$ cat src/rtl/adct_pkg.sv
// Shared types, constants and kernel functions of the 8x8 approximate DCT.
// Used by adct_front, adct_queue, adct_back and approx_dct_8x8_forward.
// No dependencies.
package adct_pkg;

  // One input sample, one row of samples, one row of row-transform results
  typedef logic signed [8:0]  smp_t;
  typedef logic [7:0][8:0]    row_smp_t;
  typedef logic [7:0][12:0]   row_res_t;
  typedef logic [7:0][15:0]   acc_row_t;

  // Row request from the front end to the queue
  typedef struct packed {
    logic     push;
    row_smp_t data;
  } row_req_t;

  // Queue status seen by the front and back ends
  typedef struct packed {
    logic full;
    logic empty;
  } q_stat_t;

  // Back end sequencer states
  typedef enum logic [1:0] {
    BK_IDLE,
    BK_ACC,
    BK_EMIT
  } back_state_t;

  // Kernel sign pattern: bit r of entry u marks an added / subtracted input
  localparam logic [7:0] KPOS [8] = '{8'hFF, 8'h07, 8'h81, 8'h31,
                                      8'h99, 8'h49, 8'h24, 8'h54};
  localparam logic [7:0] KNEG [8] = '{8'h00, 8'hE0, 8'h18, 8'h8C,
                                      8'h66, 8'h92, 8'h42, 8'h2A};

  // Apply the kernel sign of output u, input r to v
  function automatic logic signed [15:0] ksel(logic [2:0] u, logic [2:0] r,
                                              logic signed [15:0] v);
    logic signed [15:0] res;
    if (KPOS[u][r]) begin
      res = v;
    end else if (KNEG[u][r]) begin
      res = -v;
    end else begin
      res = '0;
    end
    return res;
  endfunction

  // Full eight-point kernel over one row of samples
  function automatic row_res_t row_kernel(row_smp_t x);
    logic signed [15:0] sum;
    row_res_t y;
    for (int u = 0; u < 8; u++) begin
      sum = '0;
      for (int r = 0; r < 8; r++) begin
        sum = sum + ksel(3'(u), 3'(r), {{7{x[r][8]}}, x[r]});
      end
      y[u] = sum[12:0];
    end
    return y;
  endfunction

endpackage

$ cat src/rtl/approx_dct_8x8_forward.sv
// Top level of the 8x8 multiplier-free approximate forward DCT.
// Depends on adct_pkg, adct_front, adct_queue and adct_back.
//
//   channel  | handshake        | payload
//   ---------+------------------+-------------------------------------------
//   input    | start / busy     | in_sample (9b signed)
//   result   | out_valid strobe | out_coefficient (16b signed), out_last_of_block
//
// The front end takes one sample per cycle and stalls (busy) only on the last
// sample of a row while the row queue is full. For each row the back end pops it
// and runs the row kernel, then 8 ring accumulation steps; after the eighth row
// it emits the block's 64 coefficients before it takes the next row.
// Results appear one per cycle and cannot be held off.
// Reset (rst_n low, synchronous) empties the queue and restarts at row 0.
module approx_dct_8x8_forward #(
  parameter int QUEUE_DEPTH = 2
) (
  input  logic               clk,
  input  logic               rst_n,
  input  logic               start,
  output logic               busy,
  input  logic signed [8:0]  in_sample,
  output logic               out_valid,
  output logic signed [15:0] out_coefficient,
  output logic               out_last_of_block
);

  adct_pkg::row_req_t req;
  adct_pkg::q_stat_t  q_stat;
  adct_pkg::row_smp_t head;
  logic               pop;

  // Collect rows
  adct_front u_front (
    .clk       (clk),
    .rst_n     (rst_n),
    .start     (start),
    .in_sample (in_sample),
    .q_stat    (q_stat),
    .busy      (busy),
    .req       (req)
  );

  // Decouple front and back
  adct_queue #(
    .DEPTH (QUEUE_DEPTH)
  ) u_queue (
    .clk    (clk),
    .rst_n  (rst_n),
    .req    (req),
    .pop    (pop),
    .head   (head),
    .q_stat (q_stat)
  );

  // Transform and emit
  adct_back u_back (
    .clk               (clk),
    .rst_n             (rst_n),
    .head              (head),
    .q_stat            (q_stat),
    .pop               (pop),
    .out_valid         (out_valid),
    .out_coefficient   (out_coefficient),
    .out_last_of_block (out_last_of_block)
  );

endmodule

$ cat src/rtl/adct_front.sv
// Front end: collects samples into rows of eight and requests a queue push.
// Depends on adct_pkg.
module adct_front (
  input  logic                clk,
  input  logic                rst_n,
  input  logic                start,
  input  adct_pkg::smp_t      in_sample,
  input  adct_pkg::q_stat_t   q_stat,
  output logic                busy,
  output adct_pkg::row_req_t  req
);

  logic [2:0]        col_r;
  adct_pkg::row_smp_t rowbuf_r;
  logic              accept;

  // Stall only the last sample of a row while the queue is full
  assign busy   = (col_r == 3'd7) && q_stat.full;
  assign accept = start && !busy;

  // Hand the completed row to the queue
  always_comb begin
    req.data    = rowbuf_r;
    req.data[7] = in_sample;
    req.push    = accept && (col_r == 3'd7);
  end

  // Advance the column position
  always_ff @(posedge clk) begin
    if (!rst_n) begin
      col_r <= '0;
    end else if (accept) begin
      col_r <= col_r + 3'd1;
    end
  end

  // Hold samples of the current row
  always_ff @(posedge clk) begin
    if (accept) begin
      rowbuf_r[col_r] <= in_sample;
    end
  end

endmodule

$ cat src/rtl/adct_queue.sv
// Short row queue between the front and back ends.
// Depends on adct_pkg.
module adct_queue #(
  parameter int DEPTH = 2
) (
  input  logic                clk,
  input  logic                rst_n,
  input  adct_pkg::row_req_t  req,
  input  logic                pop,
  output adct_pkg::row_smp_t  head,
  output adct_pkg::q_stat_t   q_stat
);

  localparam int PW = (DEPTH > 1) ? $clog2(DEPTH) : 1;
  localparam int CW = $clog2(DEPTH + 1);

  adct_pkg::row_smp_t mem_r [DEPTH];
  logic [PW-1:0]      wptr_r;
  logic [PW-1:0]      rptr_r;
  logic [CW-1:0]      cnt_r;

  assign head         = mem_r[rptr_r];
  assign q_stat.full  = (cnt_r == CW'(DEPTH));
  assign q_stat.empty = (cnt_r == '0);

  // Advance pointers and fill count
  always_ff @(posedge clk) begin
    if (!rst_n) begin
      wptr_r <= '0;
      rptr_r <= '0;
      cnt_r  <= '0;
    end else begin
      if (req.push) begin
        wptr_r <= (wptr_r == PW'(DEPTH - 1)) ? '0 : wptr_r + PW'(1);
      end
      if (pop) begin
        rptr_r <= (rptr_r == PW'(DEPTH - 1)) ? '0 : rptr_r + PW'(1);
      end
      if (req.push && !pop) begin
        cnt_r <= cnt_r + CW'(1);
      end else if (pop && !req.push) begin
        cnt_r <= cnt_r - CW'(1);
      end
    end
  end

  // Store pushed rows
  always_ff @(posedge clk) begin
    if (req.push) begin
      mem_r[wptr_r] <= req.data;
    end
  end

endmodule

$ cat src/rtl/adct_back.sv
// Back end: row kernel, column accumulation in a rotating ring, coefficient emit.
// Depends on adct_pkg.
module adct_back (
  input  logic                clk,
  input  logic                rst_n,
  input  adct_pkg::row_smp_t  head,
  input  adct_pkg::q_stat_t   q_stat,
  output logic                pop,
  output logic                out_valid,
  output logic signed [15:0]  out_coefficient,
  output logic                out_last_of_block
);

  adct_pkg::back_state_t state_r, state_nxt;
  logic [2:0]            row_r;
  logic [2:0]            u_r;
  logic [5:0]            ecnt_r;
  adct_pkg::row_res_t    rres_r;
  adct_pkg::acc_row_t    ring_r [8];
  adct_pkg::acc_row_t    acc_new;

  // Next state
  always_comb begin
    state_nxt = state_r;
    unique case (state_r)
      adct_pkg::BK_IDLE: begin
        if (!q_stat.empty) state_nxt = adct_pkg::BK_ACC;
      end
      adct_pkg::BK_ACC: begin
        if (u_r == 3'd7) begin
          state_nxt = (row_r == 3'd7) ? adct_pkg::BK_EMIT : adct_pkg::BK_IDLE;
        end
      end
      adct_pkg::BK_EMIT: begin
        if (ecnt_r == 6'd63) state_nxt = adct_pkg::BK_IDLE;
      end
      default: state_nxt = adct_pkg::BK_IDLE;
    endcase
  end

  // Outputs
  always_comb begin
    pop               = (state_r == adct_pkg::BK_IDLE) && !q_stat.empty;
    out_valid         = (state_r == adct_pkg::BK_EMIT);
    out_coefficient   = ring_r[0][ecnt_r[2:0]];
    out_last_of_block = (state_r == adct_pkg::BK_EMIT) && (ecnt_r == 6'd63);
  end

  // Add this row's share into output row u of every column
  always_comb begin
    for (int c = 0; c < 8; c++) begin
      acc_new[c] = adct_pkg::ksel(u_r, row_r, {{3{rres_r[c][12]}}, rres_r[c]});
      if (row_r != 3'd0) begin
        acc_new[c] = ring_r[0][c] + acc_new[c];
      end
    end
  end

  // Advance state and counters
  always_ff @(posedge clk) begin
    if (!rst_n) begin
      state_r <= adct_pkg::BK_IDLE;
      row_r   <= '0;
      u_r     <= '0;
      ecnt_r  <= '0;
    end else begin
      state_r <= state_nxt;
      if (state_r == adct_pkg::BK_ACC) begin
        u_r <= u_r + 3'd1;
        if (u_r == 3'd7) row_r <= row_r + 3'd1;
      end
      if (state_r == adct_pkg::BK_EMIT) begin
        ecnt_r <= ecnt_r + 6'd1;
      end
    end
  end

  // Transform the popped row
  always_ff @(posedge clk) begin
    if (pop) begin
      rres_r <= adct_pkg::row_kernel(head);
    end
  end

  // Rotate the accumulator ring: update on accumulate, step per emitted row
  always_ff @(posedge clk) begin
    if (state_r == adct_pkg::BK_ACC) begin
      for (int i = 0; i < 7; i++) ring_r[i] <= ring_r[i+1];
      ring_r[7] <= acc_new;
    end else if (state_r == adct_pkg::BK_EMIT && ecnt_r[2:0] == 3'd7) begin
      for (int i = 0; i < 7; i++) ring_r[i] <= ring_r[i+1];
      ring_r[7] <= ring_r[0];
    end
  end

endmodule
$ cat config.mk
export PLATFORM = sky130hd
export DESIGN_NAME = approx_dct_8x8_forward
export DESIGN_NICKNAME = d
export VERILOG_FILES = /design/src/rtl/adct_pkg.sv /design/src/rtl/approx_dct_8x8_forward.sv /design/src/rtl/adct_front.sv /design/src/rtl/adct_queue.sv /design/src/rtl/adct_back.sv
export SDC_FILE = /design/constraint.sdc
export NUM_CORES = 2
export LEC_CHECK = 0
export BUFFER_PORTS_ARGS = -buffer_cell sky130_fd_sc_hd__buf_2
export CAP_MARGIN = 0
export CORE_MARGIN = 2
export CORE_UTILIZATION = 40
export DETAILED_ROUTE_END_ITERATION = 12
export GPL_TIMING_DRIVEN = 0
export REMOVE_ABC_BUFFERS = 1
export SLEW_MARGIN = 10
export SYNTH_ARGS = -nofsm -noshare
export SYNTH_HDL_FRONTEND = slang
export SYNTH_SLANG_ARGS = --single-unit
export TNS_END_PERCENT = 1
$ cat constraint.sdc
create_clock -name clk -period 25.1 [get_ports clk]
set_input_delay 1.255 -clock clk [delete_from_list [all_inputs] [get_ports clk]]
set_output_delay 1.255 -clock clk [all_outputs]
set_load 0.02 [all_outputs]
==> results.toml <==
[outcome]
status = "completed"

[routing]
wl_per_cell_um = 21.2
drt-total-wl_um = 156000
via_per_inst = 5.18
drt_pass1_iterations = 6
drtIter0Drc = 3043
ant_nets = 0
num_vias = 38186
drc = 0

[cells_and_area]
fin_nets = 5642
syn2layout_area_growth_pct = 12.1
seqCellArea_um2 = 40500
fillers = 14640
drive_gt1_share_pct = 7.68
multiInputGateArea_um2 = 24200

[placement]
dp_hpwl_um = 116000
dpl_worst_slack_ps = 16940
place_congestion = 0.868
port_buffers = 30

[synth]
yosysUniqueCellTypes = 85
yosysSeqAreaShare_pct = 60.4
synthArstFlopShare_pct = 0
syn_area_um2 = 67100
yosysWarnings = 0
synth_compound_gate_area_share_pct = 8.11
synth_xor_area_share_pct = 3.59
synth_area_leaders = "edfxtp_1 (60%), fa_1 (8.8%), ha_1 (5.2%), inv_1 (3.0%), xnor2_1 (2.7%)"
synthAdderAreaFrac_pct = 14.1
synth_top_family_by_area = "adder cells"
synth_seq_cells = 1357
synth_top_cell_by_area = "edfxtp_1"
yosys_most_used_dff = "edfxtp_1"
synth_mux_area_share_pct = 2.90
syn_area_per_cell_um2 = 13.5
yosysTopAreaCellShare_pct = 59.8
synthCells = 4954
synth_edf_count = 1335
synthSimpleGateAreaFrac_pct = 7.17

[worst_setup_path]
crit_path_top_delay_cell = "dfxtp_4"
cpLargestDelayFamily = "adder cells"
worst-path-buf-inv = 5
worstPathArrival_ps = 8650
critPathKind = "reg -> reg"
setup.worst_path.end_class = "flop"
crit_chain = "buf_16 -> mux2i_1 -> ha_1 -> o21ai_0 -> o31ai_1 -> nand2_1 -> ha_1 -> a21o_1 -> a31oi_1 -> xnor2_1 -> inv_1 -> fa_1 -> fa_1 -> inv_1 -> fa_1 -> inv_1 -> fa_1 -> inv_1 -> ha_1 -> and3_1 -> a211o_1 -> a21o_1 -> a21o_1 -> xnor3_1"
crit_fanout = 54
max_stage_delay_ps = 770
cp_data_required_time_ps = 25590
cp-start-kind = "flop"

[clock_tree]
ctsRootBufferMaster = "clkbuf_16"
cts_hold_buf = 0
insertion_delay_ps = 790
htree_levels = 4
post-cts-setup-buffers = 0
post_cts_resized = 0
clk_path_buf_depth = 3
cts_tree = "yes"
cts_buffers = 139
clock_sink_count = 1357
clkTransAtPathRegs_ps = 60

[floorplanning]
initial_core_util_pct = 40.2
die-area_um2 = 171000
core_region_area_um2 = 167000
die_w_um = 414
die_h_um = 414
rows = 150
num_io_pins = 31

[flow_run]
maxCapViolations = 0

[sta]
skew_ps = 35.7
setup_viol = 0
hold_viol_final = 0
fin_crit_ps = 8160
finalCritPeriodShare_pct = 32.5
hold_ws_ps = 405
fmax_mhz = 123
relSlewSlack_pct = 16.1
finalSetupTns_ps = 0
worst_pin_slew_ps = 1230
slew_violations = 0
setup_ws_ps = 16940
rsz0062_at_grt = "false"

[min_path]
hold_path_class = "reg -> reg"

[grt]
grt_max_degree = 69
grt_use_total_pct = 18.3
antenna_found_initial = 5
overflow = 0
grt_pass1_wl_um = 231000
first_global_vias = 37750
[stage by stage]
stage | std cells | area, um^2 | utilization, %
after CTS | 7371 | 75200 | 45.1
after floorplan | 4838 | 66600 | -
after detailed placement | 7117 | 70700 | 42.4
after global routing | 7371 | 75200 | 45.1
after global placement | 7072 | 69500 | 41.7
final | 7372 | 75200 | 45.1
[worst paths after layout]
check                                  startpoint                              end  slack [ps]  cells past startpoint
hold / removal    u_back.ring_r[1][482]$_DFFE_PP_  u_back.ring_r[1][354]$_DFFE_PP_         410                      0
setup reg to reg                             flop      u_back.rres_r[64]$_DFFE_PP_       16940                     24
setup / recovery                             flop      u_back.rres_r[64]$_DFFE_PP_       16940                     24
hold reg to reg   u_back.ring_r[1][482]$_DFFE_PP_  u_back.ring_r[1][354]$_DFFE_PP_         410                      0
[metal layers]
layer	up-vias	GRT usage, %	wire length (um)
met3	259	2.50	7170
li1	17973	-	-
met1	19043	25.7	71400
met4	0	6.36	4830
met2	911	29.1	72700
met5	-	0	0
[cells in the final DEF (no fill, tap or decap), types with 16 or more instances in the layout]
master     synthesis  layout
nor3_1            99      96
a21o_1            52      52
a22oi_1           22      22
a31oi_1           44      44
a21boi_0          21      21
fa_1             295     295
clkbuf_1          91      30
o21bai_1          30      30
nand2_1          386     384
dfxtp_1           22      18
clkbuf_16          0     140
a21oi_1          224     224
buf_16             0      27
xor2_1            59      59
nor2b_1           72      70
mux2_2            23      23
nand2b_1          18      16
ha_1             281     281
o211ai_1          21      21
mux4_2            32      32
inv_1            539     538
nand3_1           57      57
edfxtp_1        1335    1335
o21ai_0          307     307
mux2i_1           95      92
xnor2_1          206     206
buf_2             13      30
and2_1            17      17
clkinv_2           0      20
o31ai_1           40      40
nor2_1           281     275
o21a_1            21      21
clkinv_1           0      27
or3_1             49      49
[state kept, by name, summed over array words and instances, names as in the netlist, named ones only]
| register | count |
|---|---|
| u_front.col_r | 3 |
| u_back.row_r | 3 |
| u_queue.cnt_r | 2 |
| u_queue.wptr_r | 1 |
| u_back.rres_r | 104 |
| u_back.ecnt_r | 6 |
| u_queue.mem_r | 144 |
| u_back.u_r | 3 |
| u_back.state_r | 2 |
| u_queue.rptr_r | 1 |
| u_front.req | 63 |
| u_back.ring_r | 1024 |
[cell type report]
class | instances | area share [%]
Antenna cell | 1 | 0.00333
Clock buffer | 170 | 4.81
Clock inverter | 84 | 1.20
Inverter | 540 | 2.70
Multi-Input combinational cell | 2941 | 32.1
Sequential cell | 1357 | 53.9
Tap cell | 2204 | 3.67
Timing Repair Buffer | 75 | 1.61
[synth_stat cells, drive strengths merged (22+ instances only)]
| master | count |
|---|---|
| a21o | 52 |
| a21oi | 225 |
| a22oi | 22 |
| a31oi | 44 |
| buf | 25 |
| clkbuf | 91 |
| dfxtp | 22 |
| edfxtp | 1335 |
| fa | 295 |
| ha | 281 |
| inv | 540 |
| mux2 | 23 |
| mux2i | 96 |
| mux4 | 32 |
| nand2 | 386 |
| nand3 | 57 |
| nor2 | 282 |
| nor2b | 72 |
| nor3 | 100 |
| o21ai | 311 |
| o21bai | 30 |
| o31ai | 42 |
| or3 | 49 |
| xnor2 | 206 |
| xor2 | 59 |
[cells by family (layout without fill, tap and decap cells)]
logic type,Yosys count,after routing
AO/OA/AOI/OAI,888,888
XOR/XNOR,269,269
adder cells (fa/ha/maj),578,578
buffers and inverters,656,869
flip-flops,1357,1357
multiplexers,151,151
other,0,1
AND/OR/NAND/NOR,1055,1055
Power is not shown: default switching activity piles up to over one toggle a cycle in this logic, so the estimate is an artifact.
